`src/sv/aagc_pkg.sv`:
```
package aagc_pkg;

    // fixed width of the lifetime threshold registers
    localparam int LIFE_W = 32;
    localparam int NUM_LIFE = 3;
    localparam int CFG_IDX_W = 2;

    // digit processed per cycle by the serial accumulators
    localparam int DIGIT_W = 8;

    localparam int HISTORY_DEPTH_DEF = 5;
    localparam int TIME_WIDTH_DEF = 32;
    // padded accumulator width for the default configuration
    localparam int ACC_W_DEF = 40;

    typedef struct packed {
        logic clear;
        logic load;
        logic shift;
    } acc_ctrl_t;

endpackage

```
`src/sv/access_age_generation_classifier.sv`:
```
// Access-age generation classifier. A use beat (action 0) stores now_ticks in
// a ring of the last HISTORY_DEPTH stamps and goes straight to the output stage. An
// update beat (action 1) sets the generation from the exact age of now_ticks
// against the mean of the stored stamps, and a query beat (action 2) flags an
// idle interval since the newest stamp that no longer fits the generation.
// Update and query run three digit-serial accumulators, one per lifetime
// threshold, that walk the stored stamps one DIGIT_W-bit digit per cycle:
// each stamp is loaded and then shifted through its NDIG digits, over every
// stored stamp for an update (one zero term when the ring is empty) and over
// the newest stamp for a query; with the defaults NDIG is 5.
// One beat is in work at a time; a finished result sits in the output
// register until taken. Lifetime registers are to be written through cfg_we
// only while idle; the block does not enforce it. Thresholds are used as given.
module access_age_generation_classifier #(
    parameter int TIME_WIDTH    = aagc_pkg::TIME_WIDTH_DEF,
    parameter int HISTORY_DEPTH = aagc_pkg::HISTORY_DEPTH_DEF
) (
    input  logic                            clk,
    input  logic                            rst_n,

    input  logic                            in_valid,
    output logic                            in_ready,
    input  logic [1:0]                      action,
    input  logic [TIME_WIDTH-1:0]           now_ticks,

    output logic                            out_valid,
    input  logic                            out_ready,
    output logic [1:0]                      generation,
    output logic                            out_of_time,

    input  logic                            cfg_we,
    input  logic [aagc_pkg::CFG_IDX_W-1:0]  cfg_index,
    input  logic [aagc_pkg::LIFE_W-1:0]     cfg_data
);

    localparam int LIFE_W = aagc_pkg::LIFE_W;
    localparam int DW     = aagc_pkg::DIGIT_W;
    // magnitude of one term (stamp + lifetime - now), then room for the sum
    localparam int MAG_W  = ((TIME_WIDTH > LIFE_W) ? TIME_WIDTH : LIFE_W) + 1;
    localparam int CNT_W  = $clog2(HISTORY_DEPTH + 1);
    localparam int ACC_W  = MAG_W + CNT_W + 1;
    localparam int NDIG   = (ACC_W + DW - 1) / DW;
    localparam int ACC_PAD = NDIG * DW;
    localparam int IDX_W  = (HISTORY_DEPTH > 1) ? $clog2(HISTORY_DEPTH) : 1;
    localparam int DCNT_W = (NDIG > 1) ? $clog2(NDIG) : 1;

    localparam logic [1:0] ACT_USE    = 2'd0;
    localparam logic [1:0] ACT_UPDATE = 2'd1;
    localparam logic [1:0] ACT_QUERY  = 2'd2;

    localparam logic [1:0] GEN_0   = 2'd0;
    localparam logic [1:0] GEN_1   = 2'd1;
    localparam logic [1:0] GEN_2   = 2'd2;
    localparam logic [1:0] GEN_TOP = 2'd3;

    localparam logic [aagc_pkg::CFG_IDX_W-1:0] CFG_LIFE0 = 2'd0;
    localparam logic [aagc_pkg::CFG_IDX_W-1:0] CFG_LIFE1 = 2'd1;
    localparam logic [aagc_pkg::CFG_IDX_W-1:0] CFG_LIFE2 = 2'd2;

    typedef enum logic [2:0] {
        ST_IDLE,
        ST_LOAD,
        ST_RUN,
        ST_EVAL,
        ST_OUT
    } state_t;

    state_t              state_reg;
    logic [1:0]          action_reg;
    logic [TIME_WIDTH-1:0] now_reg;
    logic [IDX_W-1:0]    entry_reg;
    logic [DCNT_W-1:0]   digit_reg;
    logic                flag_reg;
    logic [1:0]          gen_reg;
    logic [CNT_W-1:0]    count_reg;
    logic [IDX_W-1:0]    slot_reg;
    logic                out_valid_reg;
    logic [1:0]          generation_reg;
    logic                out_of_time_reg;

    // stamp ring, contents undefined until written
    logic [TIME_WIDTH-1:0] ring_reg [HISTORY_DEPTH];

    logic [LIFE_W-1:0]   life_reg [aagc_pkg::NUM_LIFE];

    logic [ACC_PAD-1:0]  ring_sr_reg;
    logic [ACC_PAD-1:0]  now_sr_reg;

    logic                    accept;
    logic                    last_digit;
    logic                    last_entry;
    logic [CNT_W-1:0]        pass_total;
    logic [IDX_W-1:0]        newest;
    logic [IDX_W-1:0]        slot_inc;
    logic [IDX_W-1:0]        rd_idx;
    logic [aagc_pkg::NUM_LIFE-1:0] exceeds;
    logic                    e_hi;
    logic                    e_lo;
    logic [1:0]              gen_class;
    logic                    query_flag;
    aagc_pkg::acc_ctrl_t     acc_ctrl;

    assign in_ready    = (state_reg == ST_IDLE);
    assign accept      = in_valid && in_ready;
    assign out_valid   = out_valid_reg;
    assign generation  = generation_reg;
    assign out_of_time = out_of_time_reg;

    // ring slot bookkeeping
    assign slot_inc = (slot_reg == IDX_W'(HISTORY_DEPTH - 1)) ? '0 : slot_reg + IDX_W'(1);
    assign newest   = (slot_reg == '0) ? IDX_W'(HISTORY_DEPTH - 1) : slot_reg - IDX_W'(1);

    // update walks slots 0 .. count-1 (one zero term on an empty ring); query reads the newest
    assign rd_idx     = (action_reg == ACT_QUERY) ? newest : entry_reg;
    assign pass_total = (action_reg == ACT_UPDATE && count_reg != '0) ? count_reg : CNT_W'(1);
    assign last_entry = ((CNT_W'(entry_reg) + CNT_W'(1)) == pass_total);
    assign last_digit = (digit_reg == DCNT_W'(NDIG - 1));

    assign acc_ctrl.clear = accept;
    assign acc_ctrl.load  = (state_reg == ST_LOAD);
    assign acc_ctrl.shift = (state_reg == ST_RUN);

    // three threshold lanes, each ends with the sign of sum(stamp + L - now)
    for (genvar k = 0; k < aagc_pkg::NUM_LIFE; k++)
    begin : g_lane
        aagc_digit_acc #(
            .ACC_W (ACC_PAD)
        ) u_acc (
            .clk        (clk),
            .ctrl       (acc_ctrl),
            .lifetime   (life_reg[k]),
            .ring_digit (ring_sr_reg[DW-1:0]),
            .now_digit  (now_sr_reg[DW-1:0]),
            .sign       (exceeds[k])
        );
    end

    // generation from the first threshold that the age does not exceed
    always_comb
    begin
        if (!exceeds[0])
        begin
            gen_class = GEN_0;
        end
        else if (!exceeds[1])
        begin
            gen_class = GEN_1;
        end
        else if (!exceeds[2])
        begin
            gen_class = GEN_2;
        end
        else
        begin
            gen_class = GEN_TOP;
        end
    end

    // idle interval against own limit (hi) and the one below (lo)
    always_comb
    begin
        case (gen_reg)
            GEN_0:
            begin
                e_hi = exceeds[0];
                e_lo = 1'b1;
            end
            GEN_1:
            begin
                e_hi = exceeds[1];
                e_lo = exceeds[0];
            end
            GEN_2:
            begin
                e_hi = exceeds[2];
                e_lo = exceeds[1];
            end
            default:
            begin
                e_hi = 1'b0;
                e_lo = exceeds[2];
            end
        endcase
    end

    assign query_flag = (gen_reg != GEN_TOP && e_hi) || (gen_reg != GEN_0 && !e_lo);

    // lifetime registers
    always_ff @(posedge clk or negedge rst_n)
    begin
        if (!rst_n)
        begin
            for (int i = 0; i < aagc_pkg::NUM_LIFE; i++)
            begin
                life_reg[i] <= '0;
            end
        end
        else if (cfg_we)
        begin
            case (cfg_index)
                CFG_LIFE0: life_reg[0] <= cfg_data;
                CFG_LIFE1: life_reg[1] <= cfg_data;
                CFG_LIFE2: life_reg[2] <= cfg_data;
                default:   ;
            endcase
        end
    end

    // stamp ring write
    always_ff @(posedge clk)
    begin
        if (accept && action == ACT_USE)
        begin
            ring_reg[slot_reg] <= now_ticks;
        end
    end

    // operand shift registers; now goes in inverted so each term subtracts it
    always_ff @(posedge clk)
    begin
        if (state_reg == ST_LOAD)
        begin
            if (action_reg == ACT_UPDATE && count_reg == '0)
            begin
                ring_sr_reg <= '0;
            end
            else
            begin
                ring_sr_reg <= ACC_PAD'(ring_reg[rd_idx]);
            end
            now_sr_reg <= ~ACC_PAD'(now_reg);
        end
        else if (state_reg == ST_RUN)
        begin
            ring_sr_reg <= ring_sr_reg >> DW;
            now_sr_reg  <= now_sr_reg >> DW;
        end
    end

    // sequencer and output register
    always_ff @(posedge clk or negedge rst_n)
    begin
        if (!rst_n)
        begin
            state_reg       <= ST_IDLE;
            action_reg      <= ACT_USE;
            now_reg         <= '0;
            entry_reg       <= '0;
            digit_reg       <= '0;
            flag_reg        <= 1'b0;
            gen_reg         <= GEN_TOP;
            count_reg       <= '0;
            slot_reg        <= '0;
            out_valid_reg   <= 1'b0;
            generation_reg  <= GEN_TOP;
            out_of_time_reg <= 1'b0;
        end
        else
        begin
            // the output stage reloads the register itself
            if (out_valid_reg && out_ready && state_reg != ST_OUT)
            begin
                out_valid_reg <= 1'b0;
            end

            case (state_reg)
                ST_IDLE:
                begin
                    if (accept)
                    begin
                        action_reg <= action;
                        now_reg    <= now_ticks;
                        entry_reg  <= '0;
                        flag_reg   <= 1'b0;
                        case (action)
                            ACT_USE:
                            begin
                                slot_reg <= slot_inc;
                                if (count_reg != CNT_W'(HISTORY_DEPTH))
                                begin
                                    count_reg <= count_reg + CNT_W'(1);
                                end
                                state_reg <= ST_OUT;
                            end
                            ACT_UPDATE:
                            begin
                                state_reg <= ST_LOAD;
                            end
                            ACT_QUERY:
                            begin
                                if (count_reg == '0)
                                begin
                                    // nothing recorded: only the top generation fits
                                    flag_reg  <= (gen_reg != GEN_TOP);
                                    state_reg <= ST_OUT;
                                end
                                else
                                begin
                                    state_reg <= ST_LOAD;
                                end
                            end
                            default:
                            begin
                                state_reg <= ST_OUT;
                            end
                        endcase
                    end
                end
                ST_LOAD:
                begin
                    digit_reg <= '0;
                    state_reg <= ST_RUN;
                end
                ST_RUN:
                begin
                    digit_reg <= digit_reg + DCNT_W'(1);
                    if (last_digit)
                    begin
                        if (last_entry)
                        begin
                            state_reg <= ST_EVAL;
                        end
                        else
                        begin
                            entry_reg <= entry_reg + IDX_W'(1);
                            state_reg <= ST_LOAD;
                        end
                    end
                end
                ST_EVAL:
                begin
                    if (action_reg == ACT_UPDATE)
                    begin
                        gen_reg <= gen_class;
                    end
                    else
                    begin
                        flag_reg <= query_flag;
                    end
                    state_reg <= ST_OUT;
                end
                ST_OUT:
                begin
                    if (!out_valid_reg || out_ready)
                    begin
                        out_valid_reg   <= 1'b1;
                        generation_reg  <= gen_reg;
                        out_of_time_reg <= flag_reg;
                        state_reg       <= ST_IDLE;
                    end
                end
                default:
                begin
                    state_reg <= ST_IDLE;
                end
            endcase
        end
    end

`ifndef ASSERT_OFF
    // until the ring wraps, stamps fill slots 0 .. count-1 in order
    a_slot_tracks_count: assert property (@(posedge clk) disable iff (!rst_n)
        (count_reg != CNT_W'(HISTORY_DEPTH)) |-> (CNT_W'(slot_reg) == count_reg))
        else $error("write slot out of step with stamp count");

    // generation moves only at the end of an update
    a_gen_from_update: assert property (@(posedge clk) disable iff (!rst_n)
        !$stable(gen_reg) |-> $past(state_reg == ST_EVAL && action_reg == ACT_UPDATE))
        else $error("generation changed outside an update");

    // a result beat appears only from the output stage
    a_out_from_stage: assert property (@(posedge clk) disable iff (!rst_n)
        $rose(out_valid_reg) |-> $past(state_reg == ST_OUT))
        else $error("result beat without a finished item");

    // the digit walk never runs past the padded accumulator
    a_digit_bound: assert property (@(posedge clk) disable iff (!rst_n)
        (state_reg == ST_RUN) |-> (digit_reg <= DCNT_W'(NDIG - 1)))
        else $error("digit counter overran");
`endif

endmodule

```
`src/sv/aagc_digit_acc.sv`:
```
// digit-serial accumulator of (stamp + lifetime - now) terms, lsb digit first
module aagc_digit_acc #(
    parameter int ACC_W = aagc_pkg::ACC_W_DEF
) (
    input  logic                         clk,
    input  aagc_pkg::acc_ctrl_t          ctrl,
    input  logic [aagc_pkg::LIFE_W-1:0]  lifetime,
    input  logic [aagc_pkg::DIGIT_W-1:0] ring_digit,
    input  logic [aagc_pkg::DIGIT_W-1:0] now_digit,
    output logic                         sign
);

    localparam int DW = aagc_pkg::DIGIT_W;
    localparam int SUM_W = DW + 2;

    logic [ACC_W-1:0] acc_reg;
    logic [ACC_W-1:0] life_sr_reg;
    logic [1:0]       carry_reg;
    logic [SUM_W-1:0] digit_sum;

    assign digit_sum = SUM_W'(acc_reg[DW-1:0]) + SUM_W'(life_sr_reg[DW-1:0])
                     + SUM_W'(ring_digit) + SUM_W'(now_digit) + SUM_W'(carry_reg);

    always_ff @(posedge clk)
    begin
        if (ctrl.clear)
        begin
            acc_reg <= '0;
        end
        else if (ctrl.shift)
        begin
            acc_reg <= {digit_sum[DW-1:0], acc_reg[ACC_W-1:DW]};
        end

        // carry starts at one: the +1 of the two's complement of now
        if (ctrl.load)
        begin
            life_sr_reg <= ACC_W'(lifetime);
            carry_reg   <= 2'd1;
        end
        else if (ctrl.shift)
        begin
            life_sr_reg <= life_sr_reg >> DW;
            carry_reg   <= digit_sum[SUM_W-1:DW];
        end
    end

    assign sign = acc_reg[ACC_W-1];

endmodule
```
`config.mk`:
```
export PLATFORM = sky130hd
export DESIGN_NAME = access_age_generation_classifier
export DESIGN_NICKNAME = d
export VERILOG_FILES = /design/src/sv/aagc_pkg.sv /design/src/sv/access_age_generation_classifier.sv /design/src/sv/aagc_digit_acc.sv
export SDC_FILE = /design/constraint.sdc
export NUM_CORES = 1
export LEC_CHECK = 0
export BUFFER_PORTS_ARGS = -buffer_cell sky130_fd_sc_hd__buf_4
export CAP_MARGIN = 20
export CORE_UTILIZATION = 59
export DETAILED_ROUTE_END_ITERATION = 8
export GPL_ROUTABILITY_DRIVEN = 0
export GPL_TIMING_DRIVEN = 0
export PLACE_DENSITY = 0.76
export SYNTH_ARGS = -nofsm -noshare
export SYNTH_HDL_FRONTEND = slang
export SYNTH_SLANG_ARGS = --single-unit
```
`constraint.sdc`:
```
create_clock -name clk -period 5.9 [get_ports clk]
set_clock_uncertainty 0.15 [all_clocks]
set_input_delay 1.18 -clock clk [delete_from_list [all_inputs] [get_ports clk]]
set_output_delay 1.18 -clock clk [all_outputs]
set_load 0.01 [all_outputs]
```
==> results.txt <==
* Hold-critical path endpoint: g_lane[0].u_acc.acc_reg[20]$_SDFFE_PP0P_
* RSZ-0062 raised after global routing: no
* Number of max-capacitance violations reported: 0
- Post-Layout Inst Area: 0.0291 sq mm
- Routed length per placed instance: 19.3 microns
* Static Leakage: 11.8 nW
- After clock tree synthesis, the clock-pin slew on the worst setup and hold paths is 60 ps.
- Summing the areas of all xor and xnor instances in the mapped netlist gives 0.789% of the synthesized area.
- Total congestion overflow after global routing: 0
- Simple-gate area share of the yosys netlist: 11.7%
* Post-route DRC violation count: 0
- The worst setup path is captured at a register.
- Number of buffers created by CTS: 59
* ANT nets after route: 0
* Most frequent cells in the layout: nand2_1 (590), edfxtp_1 (321), dfrtp_1 (148)
* Largest cells by area after synthesis: edfxtp_1 (38%), dfrtp_1 (14%), dfxtp_1 (9.9%)
* Data arrival time of the critical path: 4790 ps
- Summing every instance area after synthesis gives 0.0255 sq mm.
- Combinational group share of total power: 42.9%
- The HPWL after detailed placement is 39400 microns.
* Number of cells produced by synthesis: 2106
- Total length of routed wires: 55800 microns
* Core Region: 0.0423 sq mm
- In the final layout, the multi-input gates occupy 0.00894 sq mm.
- Sw power: 6.81 mW
- The worst setup path is launched from a register.
* Switch share: 37.5%
- Synth Net Count: 2297
- The clock period could shrink to 4470 ps.
- Register Area: 0.0160 sq mm
- From bottom edge to top edge, the die measures 210 microns.
- After detailed placement, the total cell area comes to 0.0271 sq mm.
* Share of layout cells above drive strength 1: 16.3%
- Synth Area in Adders: 6.75%
- Number of antenna violations at the first check in global routing: 0
- Counting every sink on the clock net gives 599.
* Final-report hold violation count: 0
- Setup violations remaining at the end of the flow were counted as 0.
- Cell Rows: 75
* Pins over their slew limit: 0
* Post-synthesis cell type count: 58
- For the worst-skew pair, the clock arrives at the later sink with an insertion delay of 630 ps.
- Final cycle utilization of the critical path: 75.8%
- Relative slew margins: 37.0%
- Averaged over all synthesized cells, the footprint is 12.1 sq um.
* Final design utilization: 68.7%
- Hold repair after CTS inserted 0 buffers.
* Post-synth top area share: 37.7%
* Sequential share of power: 36.3%
* Worst min-delay path class: register to register
* Wire length of the first global-routing pass: 88800 microns
- Slack of the worst reg-to-reg path: 1430 ps
- Final #Nets: 2455
- The floorplan step set the die width to 210 microns.
- Summed over all instances, the cell type with the most area after synthesis is edfxtp_1.
- Leaving out fill and tap cells, the most frequent cell in the layout is nand2_1.
* Reg2reg end: g_lane[0].u_acc.carry_reg[1]$_SDFFE_PP0P_
- TritonCTS built the clock tree.
- CTS root buffer: clkbuf_16
- Worst-margin pin slew: 938 ps
- From synthesis to final layout, the design area changed by 13.9%.
- Combinational family with the most area after synthesis: simple AND/OR/NAND/NOR gates
- The startpoint identified for the worst hold timing path is g_lane[0].u_acc.acc_reg[28]$_SDFFE_PP0P_.
- For this design the ratio of total power to cell area is 624 mW/mm^2.
- For this run, the number of Yosys warnings is 0.
- Gates resized during post-CTS repair numbered 0.
- Multiplexer share of the synthesized area: 7.60%
- Data on the critical path is required at its endpoint by 6220 ps.
* Setup repair bufs after CTS: 0
* Worst hold path stage count: 2
- Largest register FFs: 160
* Vias in the first global route: 16600
* Peak fanout along the critical path: 3
* Flops & latches, synth: 599
- Portion of total power attributed to the clock network: 20.7%
- Count of flip-flops with a built-in enable after synthesis: 321
- The clock passes through at most 3 buffers.
- The die covers 0.0441 sq mm.
- Synth Area in Compound Gates: 8.11%
- The H-tree was split into 2 levels.
- Port buffering added 77 buffers.
* Peak supply drop: 0.422 mV
- After synthesis, flip-flops and latches occupy 62.5% of the total area.
- Across every metal layer, demand over resource in global routing totals 26.1%.
- Internal power comes to 11.3 mW.
* Per-cell via count in the routed design: 5.70
- The initial utilization of the core area, before any placement, comes to 60.4%.
- Entering global routing, the biggest net connects 99 pins.
* Iteration-0 DRC Markers: 1380
- Number of ports placed on the die boundary: 78
- Worst setup path class: register to register
- Launching point of the worst reg2reg path: g_lane[0].u_acc.life_sr_reg[0]$_DFFE_PP_
* Cells on worst reg2reg path: 15
* Via count: 16500
- The run finished with clean final reports.
- Number of diodes added for antenna fixing: 0
- The pre-antenna-repair detailed-routing pass consisted of 8 iterations.
- Number of placed cells counting well taps: 2780
- Fill cells in the final layout number 2906.
* Async set-reset flop share out of synthesis: 25.4%
- Number of standard cells in the layout, taps in and fillers out: 2891
- Startpoint of the worst setup timing path: g_lane[0].u_acc.life_sr_reg[0]$_DFFE_PP_
* Top flip-flop cell by instance count after synthesis: edfxtp_1
* Highest clock frequency the design can meet: 0.224 GHz
[worst max-delay path: stages, from the launching register on]
cell and delay, ps:
edfxtp_1 390, ha_1 200, inv_1 60, fa_1 470, inv_1 50, fa_1 470
inv_1 50, fa_1 490, inv_1 50, ha_1 210, fa_1 480, a211oi_1 390
o21ai_0 190, a221oi_1 330, xor2_1 210, o22ai_1 110
[routing by layer]
metal | track usage [%] | part of all wire (%)
met1 | 34.8 | 42
met2 | 43.5 | 49
met3 | 3.64 | 5.5
met4 | 10.6 | 3.7
met5 | 0 | 0
[Yosys cell counts, drive strengths merged (38+ instances only)]
| cell type | instances |
|---|---|
| a21oi | 141 |
| buf | 38 |
| clkbuf | 64 |
| dfrtp | 148 |
| dfxtp | 126 |
| edfxtp | 321 |
| ha | 85 |
| inv | 54 |
| mux2 | 102 |
| nand2 | 590 |
| nor2 | 50 |
| o21ai | 72 |
[cell families after synthesis]
kind of cell	count (synthesis)
AO/OA/AOI/OAI	339
XOR/XNOR	23
adder cells (fa/ha/maj)	118
buffers and inverters	156
flip-flops	599
multiplexers	140
AND/OR/NAND/NOR	731
[power by group through the flow]
stage | Combinational (mW) | Clock (mW) | Sequential [mW]
after global placement | 7.15 | 0 | 6.67
after global routing | 8.71 | 3.97 | 6.71
final | 7.79 | 3.76 | 6.59
after floorplan | 5.74 | 0 | 6.51
after CTS | 7.74 | 3.81 | 6.59
after detailed placement | 7.62 | 0 | 6.65
[final cells by class]
class,instances,share of cell area (%)
Sequential cell,599,54.9
Multi-Input combinational cell,1351,30.8
Clock buffer,98,6.24
Timing Repair Buffer,97,2.74
Tap cell,577,2.48
Buffer,102,1.55
Inverter,54,0.714
Clock inverter,13,0.594
[worst max path at each step]
| stage | to | depth (start not counted) |
|---|---|---|
| final | g_lane[0].u_acc.carry_reg[1]$_SDFFE_PP0P_ | 15 |
| after global routing | g_lane[0].u_acc.carry_reg[1]$_SDFFE_PP0P_ | 15 |
| after CTS | g_lane[0].u_acc.carry_reg[1]$_SDFFE_PP0P_ | 15 |
| after detailed placement | g_lane[0].u_acc.carry_reg[1]$_SDFFE_PP0P_ | 15 |
| after global placement | ring_reg[3][29]$_DFFE_PP_ | 5 |
| after floorplan | ring_reg[2][0]$_DFFE_PP_ | 4 |
[stage by stage]
| step | setup TNS (ps) | setup WS (ps) | power [mW] | hold WS (ps) |
|---|---|---|---|---|
| final | 0 | 1430 | 18.1 | 298 |
| after global routing | 0 | 1170 | 19.4 | 317 |
| after CTS | 0 | 1470 | 18.1 | 301 |
| after detailed placement | 0 | 1530 | 14.3 | 294 |
| after global placement | -395420 | -2250 | 13.8 | 290 |
| after floorplan | 0 | 559 | 12.3 | 282 |
Note: power is estimated with default switching activity, not from simulation.
